==> src/sv/least_squares_plane_fit_core_macros.svh <==
// assertion macros for the plane fit core
`ifndef LEAST_SQUARES_PLANE_FIT_CORE_MACROS_SVH
`define LEAST_SQUARES_PLANE_FIT_CORE_MACROS_SVH

`ifndef SYNTHESIS
`define LSPF_ASSERT_IMPL(label, ante, cons, msg) \
	label: assert property (@(posedge clk) disable iff (!arst_n) (ante) |-> (cons)) \
		else $error(msg);
`define LSPF_ASSERT_NEXT(label, ante, cons, msg) \
	label: assert property (@(posedge clk) disable iff (!arst_n) (ante) |=> (cons)) \
		else $error(msg);
`else
`define LSPF_ASSERT_IMPL(label, ante, cons, msg)
`define LSPF_ASSERT_NEXT(label, ante, cons, msg)
`endif

`endif

==> src/sv/lspf_pkg.sv <==
`timescale 1ns / 1ps
package lspf_pkg;

	localparam int COORD_BITS = 12;
	localparam int VALUE_BITS = 16;
	localparam int SX_W = 24;
	localparam int SZ_W = 28;
	localparam int SXX_W = 36;
	localparam int SXZ_W = 40;
	localparam int USED_W = 13;
	// wide enough for the offset numerator after scaling
	localparam int WIDE_W = 160;
	localparam int DCNT_W = $clog2(WIDE_W + 1);
	localparam int PC_W = 5;
	localparam logic [PC_W-1:0] SING_PC = 5'd25;

	typedef enum logic [1:0] {FIT_SOLVED, FIT_SINGULAR, FIT_EMPTY} fit_status_t;

	typedef struct packed {
		logic [COORD_BITS-1:0] sample_x;
		logic [COORD_BITS-1:0] sample_y;
		logic [VALUE_BITS-1:0] sample_value;
		logic                  last_sample;
	} sample_t;

	typedef struct packed {
		logic signed [31:0] slope_x;
		logic signed [31:0] slope_y;
		logic signed [47:0] offset;
		fit_status_t        fit_status;
		logic [USED_W-1:0]  samples_used;
	} result_t;

	typedef enum logic [4:0] {
		OPD_N, OPD_SX, OPD_SY, OPD_SZ, OPD_SXX, OPD_SYY, OPD_SXY, OPD_SXZ, OPD_SYZ,
		OPD_CXX, OPD_CYY, OPD_CXY, OPD_CXZ, OPD_CYZ, OPD_DEN, OPD_NA, OPD_NB,
		OPD_NC, OPD_T
	} opnd_t;

	typedef enum logic [1:0] {UOP_MUL, UOP_CHK, UOP_DIV, UOP_END} uop_kind_t;
	typedef enum logic [1:0] {RES_A, RES_B, RES_C} res_sel_t;

	typedef enum logic [2:0] {
		ST_IDLE, ST_CHECK, ST_FETCH, ST_MUL, ST_DIV, ST_DONE
	} state_t;

	typedef struct packed {
		uop_kind_t kind;
		opnd_t     src_a;
		opnd_t     src_b;
		opnd_t     dst;
		logic      sub;
		res_sel_t  res;
		logic      c_shift;
	} uop_t;

	typedef struct packed {
		logic acc_en;
		logic begin_fit;
		logic set_empty;
		logic set_singular;
		logic mul_load;
		logic mul_wb;
		logic div_load;
		logic div_wb;
		logic clear_acc;
		uop_t uop;
	} cmd_t;

	typedef struct packed {
		logic n_zero;
		logic den_zero;
		logic mul_done;
		logic div_done;
	} stat_t;

	function automatic uop_t mk_mul(input opnd_t a, input opnd_t b, input opnd_t d,
			input logic s);
		uop_t u;
		u = '{kind: UOP_MUL, src_a: a, src_b: b, dst: d, sub: s, res: RES_A, c_shift: 1'b0};
		return u;
	endfunction

	function automatic uop_t mk_div(input opnd_t a, input opnd_t b, input res_sel_t r,
			input logic c);
		uop_t u;
		u = '{kind: UOP_DIV, src_a: a, src_b: b, dst: OPD_N, sub: 1'b0, res: r, c_shift: c};
		return u;
	endfunction

	function automatic uop_t mk_ctl(input uop_kind_t k);
		uop_t u;
		u = '{kind: k, src_a: OPD_N, src_b: OPD_N, dst: OPD_N, sub: 1'b0, res: RES_A,
			c_shift: 1'b0};
		return u;
	endfunction

	// solve sequence: centred moments, determinant, numerators, quotients
	function automatic uop_t uop_rom(input logic [PC_W-1:0] pc);
		uop_t u;
		case (pc)
			5'd0: u = mk_mul(OPD_SXX, OPD_N, OPD_CXX, 1'b0);
			5'd1: u = mk_mul(OPD_SX, OPD_SX, OPD_CXX, 1'b1);
			5'd2: u = mk_mul(OPD_SYY, OPD_N, OPD_CYY, 1'b0);
			5'd3: u = mk_mul(OPD_SY, OPD_SY, OPD_CYY, 1'b1);
			5'd4: u = mk_mul(OPD_SXY, OPD_N, OPD_CXY, 1'b0);
			5'd5: u = mk_mul(OPD_SY, OPD_SX, OPD_CXY, 1'b1);
			5'd6: u = mk_mul(OPD_SXZ, OPD_N, OPD_CXZ, 1'b0);
			5'd7: u = mk_mul(OPD_SZ, OPD_SX, OPD_CXZ, 1'b1);
			5'd8: u = mk_mul(OPD_SYZ, OPD_N, OPD_CYZ, 1'b0);
			5'd9: u = mk_mul(OPD_SZ, OPD_SY, OPD_CYZ, 1'b1);
			5'd10: u = mk_mul(OPD_CXX, OPD_CYY, OPD_DEN, 1'b0);
			5'd11: u = mk_mul(OPD_CXY, OPD_CXY, OPD_DEN, 1'b1);
			5'd12: u = mk_ctl(UOP_CHK);
			5'd13: u = mk_mul(OPD_CXZ, OPD_CYY, OPD_NA, 1'b0);
			5'd14: u = mk_mul(OPD_CYZ, OPD_CXY, OPD_NA, 1'b1);
			5'd15: u = mk_mul(OPD_CYZ, OPD_CXX, OPD_NB, 1'b0);
			5'd16: u = mk_mul(OPD_CXZ, OPD_CXY, OPD_NB, 1'b1);
			5'd17: u = mk_mul(OPD_DEN, OPD_SZ, OPD_NC, 1'b0);
			5'd18: u = mk_mul(OPD_NA, OPD_SX, OPD_NC, 1'b1);
			5'd19: u = mk_mul(OPD_NB, OPD_SY, OPD_NC, 1'b1);
			5'd20: u = mk_mul(OPD_DEN, OPD_N, OPD_T, 1'b0);
			5'd21: u = mk_div(OPD_NA, OPD_DEN, RES_A, 1'b0);
			5'd22: u = mk_div(OPD_NB, OPD_DEN, RES_B, 1'b0);
			5'd23: u = mk_div(OPD_NC, OPD_T, RES_C, 1'b1);
			5'd24: u = mk_ctl(UOP_END);
			// singular system: offset is the mean
			5'd25: u = mk_div(OPD_SZ, OPD_N, RES_C, 1'b1);
			default: u = mk_ctl(UOP_END);
		endcase
		return u;
	endfunction

	function automatic logic [31:0] sat32(input logic [WIDE_W-1:0] v);
		logic [WIDE_W-32:0] hi;
		hi = v[WIDE_W-1:31];
		if ((&hi) || !(|hi))
			return v[31:0];
		return v[WIDE_W-1] ? 32'h8000_0000 : 32'h7fff_ffff;
	endfunction

	function automatic logic [47:0] sat48(input logic [WIDE_W-1:0] v);
		logic [WIDE_W-48:0] hi;
		hi = v[WIDE_W-1:47];
		if ((&hi) || !(|hi))
			return v[47:0];
		return v[WIDE_W-1] ? 48'h8000_0000_0000 : 48'h7fff_ffff_ffff;
	endfunction

endpackage

==> src/sv/lspf_ctrl.sv <==
`timescale 1ns / 1ps
module lspf_ctrl
	import lspf_pkg::*;
(
	input  logic  clk,
	input  logic  arst_n,
	input  logic  start,
	input  logic  last_sample,
	input  stat_t stat,
	output cmd_t  cmd,
	output logic  busy,
	output logic  result_valid
);

	state_t state_q, state_d;
	logic [PC_W-1:0] pc_q, pc_d;
	uop_t uop;

	assign uop = uop_rom(pc_q);

	always_ff @(posedge clk or negedge arst_n) begin
		if (!arst_n) begin
			state_q <= ST_IDLE;
			pc_q <= '0;
		end else begin
			state_q <= state_d;
			pc_q <= pc_d;
		end
	end

	always_comb begin
		state_d = state_q;
		pc_d = pc_q;
		cmd = '0;
		cmd.uop = uop;
		busy = 1'b1;
		result_valid = 1'b0;
		case (state_q)
			ST_IDLE: begin
				busy = 1'b0;
				if (start) begin
					cmd.acc_en = 1'b1;
					if (last_sample)
						state_d = ST_CHECK;
				end
			end
			ST_CHECK: begin
				if (stat.n_zero) begin
					cmd.set_empty = 1'b1;
					state_d = ST_DONE;
				end else begin
					cmd.begin_fit = 1'b1;
					pc_d = '0;
					state_d = ST_FETCH;
				end
			end
			ST_FETCH: begin
				case (uop.kind)
					UOP_MUL: begin
						cmd.mul_load = 1'b1;
						state_d = ST_MUL;
					end
					UOP_CHK: begin
						if (stat.den_zero) begin
							cmd.set_singular = 1'b1;
							pc_d = SING_PC;
						end else begin
							pc_d = pc_q + PC_W'(1);
						end
					end
					UOP_DIV: begin
						cmd.div_load = 1'b1;
						state_d = ST_DIV;
					end
					default: state_d = ST_DONE;
				endcase
			end
			ST_MUL: begin
				if (stat.mul_done) begin
					cmd.mul_wb = 1'b1;
					pc_d = pc_q + PC_W'(1);
					state_d = ST_FETCH;
				end
			end
			ST_DIV: begin
				if (stat.div_done) begin
					cmd.div_wb = 1'b1;
					pc_d = pc_q + PC_W'(1);
					state_d = ST_FETCH;
				end
			end
			ST_DONE: begin
				result_valid = 1'b1;
				cmd.clear_acc = 1'b1;
				state_d = ST_IDLE;
			end
			default: state_d = ST_IDLE;
		endcase
	end

endmodule

==> config.mk <==
export PLATFORM = sky130hd
export DESIGN_NAME = lspf_ctrl
export DESIGN_NICKNAME = d
export VERILOG_FILES = /design/src/sv/least_squares_plane_fit_core_macros.svh /design/src/sv/lspf_pkg.sv /design/src/sv/lspf_ctrl.sv
export SDC_FILE = /design/constraint.sdc
export NUM_CORES = 1
export LEC_CHECK = 0
export BUFFER_PORTS_ARGS = -buffer_cell sky130_fd_sc_hd__buf_2
export CAP_MARGIN = 20
export CORE_MARGIN = 2
export CORE_UTILIZATION = 35
export CTS_BUF_LIST = sky130_fd_sc_hd__clkbuf_8
export DETAILED_ROUTE_END_ITERATION = 8
export GPL_TIMING_DRIVEN = 0
export SETUP_SLACK_MARGIN = 0.15
export SYNTH_ARGS = -nofsm -noshare
export SYNTH_HDL_FRONTEND = slang
export SYNTH_SLANG_ARGS = --single-unit
==> constraint.sdc <==
create_clock -name clk -period 2.3 [get_ports clk]
set_input_delay 0.345 -clock clk [delete_from_list [all_inputs] [get_ports clk]]
set_output_delay 0.345 -clock clk [all_outputs]
set_load 0.005 [all_outputs]
==> out/metrics.csv <==
stage,metric,value,unit
detailed_routing,routed len/inst,13.6,um
power_and_ir_drop,Clock Power Share,0.065,
flow_run,Max Cap Viol,0,
global_route,vias in the first global route,1280,
cts,clk sinks,8,
final_layout,"Net count, final",241,
synth,Post-Syn Instances,171,
global_route,largest net degree at the start of global routing,11,
final_layout,"commonest non-fill, non-tap cells in the layout","buf_2, nor2_1, nand2_1, buf_4, a21oi_1",
synth,synth unique cells,45,
sta,hold violation count in the final report,0,
power_and_ir_drop,Switching Power,1.18,mW
synth,syn avg cell area,7.10,um2
cts,"Clk pin slew, worst setup/hold paths",0.04,ns
sta,Least-Margin Pin Slew,0.428,ns
sta,RSZ-0062 raised after global routing,true,
power_and_ir_drop,Gate power share,0.816,
detailed_routing,Total Routed Length,3640,um
critical_path,CP Data Arrival Time,1.78,ns
sta,worst rel slew slack,0.714,
die,# rows,21,
detailed_routing,initial DRC count,103,
placed_design,Inst Count DP,256,
placed_design,placed inst area,1470,um2
final_layout,"Cell Count, Final, Fillers Out",268,
worst_hold_path,worst hold path class,input port to register,
sta,setup TNS,0,ns
detailed_routing,drt first pass iters,4,
power_and_ir_drop,Sw Share,0.486,
power_and_ir_drop,pwr dens,1470,nW/um2
die,full die area,3950,um2
sta,Final Setup Violations,0,
global_route,total grt overflow,0,
synth,Post-synth ARST share,1.00,
sta,fin worst setup slack,0.171,ns
final_layout,diode count,0,
synth,net count after synthesis,188,
synth,synthesized area,1210,um2
sta,Max Freq,470,MHz
global_route,initial antenna violation count,0,
die,Starting Density,0.364,
critical_path,crit-path max cell delay,0.38,ns
status,status,"finished, final reports clean",
final_layout,area grow syn2layout,36.7,%
detailed_routing,DRC,0,
final_layout,"commonest non-fill, non-tap cell in the layout",buf_2,
power_and_ir_drop,P_leak,0.815,nW
die,Die Ht,62.9,um
sta,clock skew,0.000550,ns
power_and_ir_drop,peak supply drop,0.576,mV
placed_design,Final HPWL DP,2630,um
final_layout,fillers,343,
critical_path,slowest stage cell on the critical path,dfrtp_1,
placed_design,IO buf count,39,
critical_path,critical path class,register to primary output,
die,IO Pins,40,
critical_path,"Max FO, Critical Path",7,
synth,Post-synth EDFFs,0,
synth,"Top FF cell, synth",dfrtp_1,
critical_path,CP Launch Type,register,
placed_design,pre-CTS setup slack,-0.301,ns
final_layout,share of post-route cells with drive strength above 1,0.374,
die,Core Area,3340,um2
final_layout,design area,1660,um2
detailed_routing,DR vias,1428,
synth,Yosys warning total,0,
critical_path,crit-path leading delay family,buffers and inverters,
sta,"Period Utilization, post-route",0.926,
cts,clock buffer depth,2,
power_and_ir_drop,sequential share of power,0.119,
critical_path,"Buf+Inv Stages, Crit Path",4,
power_and_ir_drop,total power,2.43,mW
placed_design,routability cong.,0.897,
power_and_ir_drop,internal power,1.25,mW
cts,CTS tree,done,
final_layout,post-layout util,0.497,
global_route,global-route wire length before repair,5700,um
global_route,total track usage,0.173,
cts,CTS Buf Count,3,
final_layout,storage element area,203,um2
cts,H-tree levels,1,
sta,Tmin final,2.13,ns
critical_path,worst endpoint required time,1.96,ns
final_layout,Multi-input gate area,946,um2
critical_path,CP Capture Type,primary output,
sta,Slew Limit Fails,0,
synth,post-synthesis sequential area ratio,0.165,
critical_path,CP Cell Sequence,"clkbuf_8, inv_6, ha_4, buf_8, mux2i_1, nor2_1, a2111oi_2, a21oi_1, buf_2",
cts,CTS root buffer,clkbuf_8,
sta,Fin Hold WS,0.355,ns
detailed_routing,via/cell ratio,5.33,
synth,#FFs+latches synth,8,
die,Die X,62.9,um
detailed_routing,Routed Antenna Nets,0,
cts,clk_lat worst skew,0.22,ns
final cells by class:
class,instances,area share
Multi-Input combinational cell,140,0.570
Timing Repair Buffer,48,0.160
Sequential cell,8,0.122
Buffer,14,0.0626
Tap cell,46,0.0347
Inverter,9,0.0256
Clock buffer,3,0.0249
worst register-to-register path: stages, from the launching register on:
cell and delay, ns:
dfrtp_1 0.38, clkbuf_8 0.15, inv_6 0.07, ha_4 0.18, a41oi_2 0.15, o31ai_4 0.43
o211ai_1 0.16, o21a_1 0.13
per-layer routing:
| layer | vias to the layer above | share of wire | track usage |
|---|---|---|---|
| met5 | - | 0 | 0 |
| met4 | 0 | 0.013 | 0.0583 |
| met3 | 6 | 0.065 | 0.0162 |
| met2 | 60 | 0.49 | 0.286 |
| met1 | 649 | 0.43 | 0.236 |
| li1 | 713 | - | - |
kinds of logic (layout without fill, tap and decap cells):
group,after synthesis,after routing,synth area share
adder cells (fa/ha/maj),9,9,0.0928
AND/OR/NAND/NOR,70,70,0.296
buffers and inverters,23,74,0.0876
flip-flops,8,8,0.165
AO/OA/AOI/OAI,57,57,0.325
multiplexers,4,4,0.0340
power groups by stage:
stage	sequential, mW	combinational (mW)	clock [mW]
CTS	0.285	1.91	0.164
floorplan	0.263	1.18	0
global placement	0.291	1.68	0
finish	0.290	1.98	0.158
global route	0.298	2.17	0.168
detailed placement	0.291	1.67	0
what timing repair did:
| item | in CTS | in global routing |
|---|---|---|
| pin swaps | 3 | 2 |
| hold buffers | 1 | 0 |
| hold endpoints to repair | 8 | 0 |
| setup buffers | 7 | 1 |
| gates resized for setup | 20 | 11 |
| endpoints found under the setup margin | 18 | 15 |
cell usage after synthesis (all sizes together) (2+ instances only):
cell    count  area share
nor2       23       0.071
nand2      18       0.056
o21ai      15       0.062
a21oi      13       0.054
buf        10       0.047
ha          9       0.093
dfrtp       8        0.16
inv         8       0.025
nand2b      8       0.041
and2        4       0.021
clkbuf      4       0.012
o22ai       4       0.021
a22oi       3       0.019
and3        3       0.015
mux2i       3       0.025
nor2b       3       0.022
nor3        3       0.012
o211ai      3       0.019
o21a        3       0.019
a211oi      2       0.012
a31o        2       0.014
nand3       2      0.0082
registers in the layout, summed over array words and instances (netlist names):
| name | flops |
|---|---|
| pc_q | 5 |
| state_q | 3 |
final timing paths:
path / start / endpoint / slack (ns) / cells past startpoint
setup / recovery: pc_q[0]$_DFFE_PN0P_ / cmd[14] / 0.17 / 9
hold / removal: stat[0] / state_q[2]$_DFFE_PN0P_ / 0.36 / 2
setup reg to reg: pc_q[0]$_DFFE_PN0P_ / pc_q[0]$_DFFE_PN0P_ / 0.53 / 7
hold reg to reg: state_q[2]$_DFFE_PN0P_ / state_q[0]$_DFFE_PN0P_ / 0.61 / 2
max in group asynchronous: arst_n / pc_q[1]$_DFFE_PN0P_ / 1.65 / 2
min in group asynchronous: arst_n / state_q[1]$_DFFE_PN0P_ / 0.48 / 2
Power figures use the tool's default switching activity.
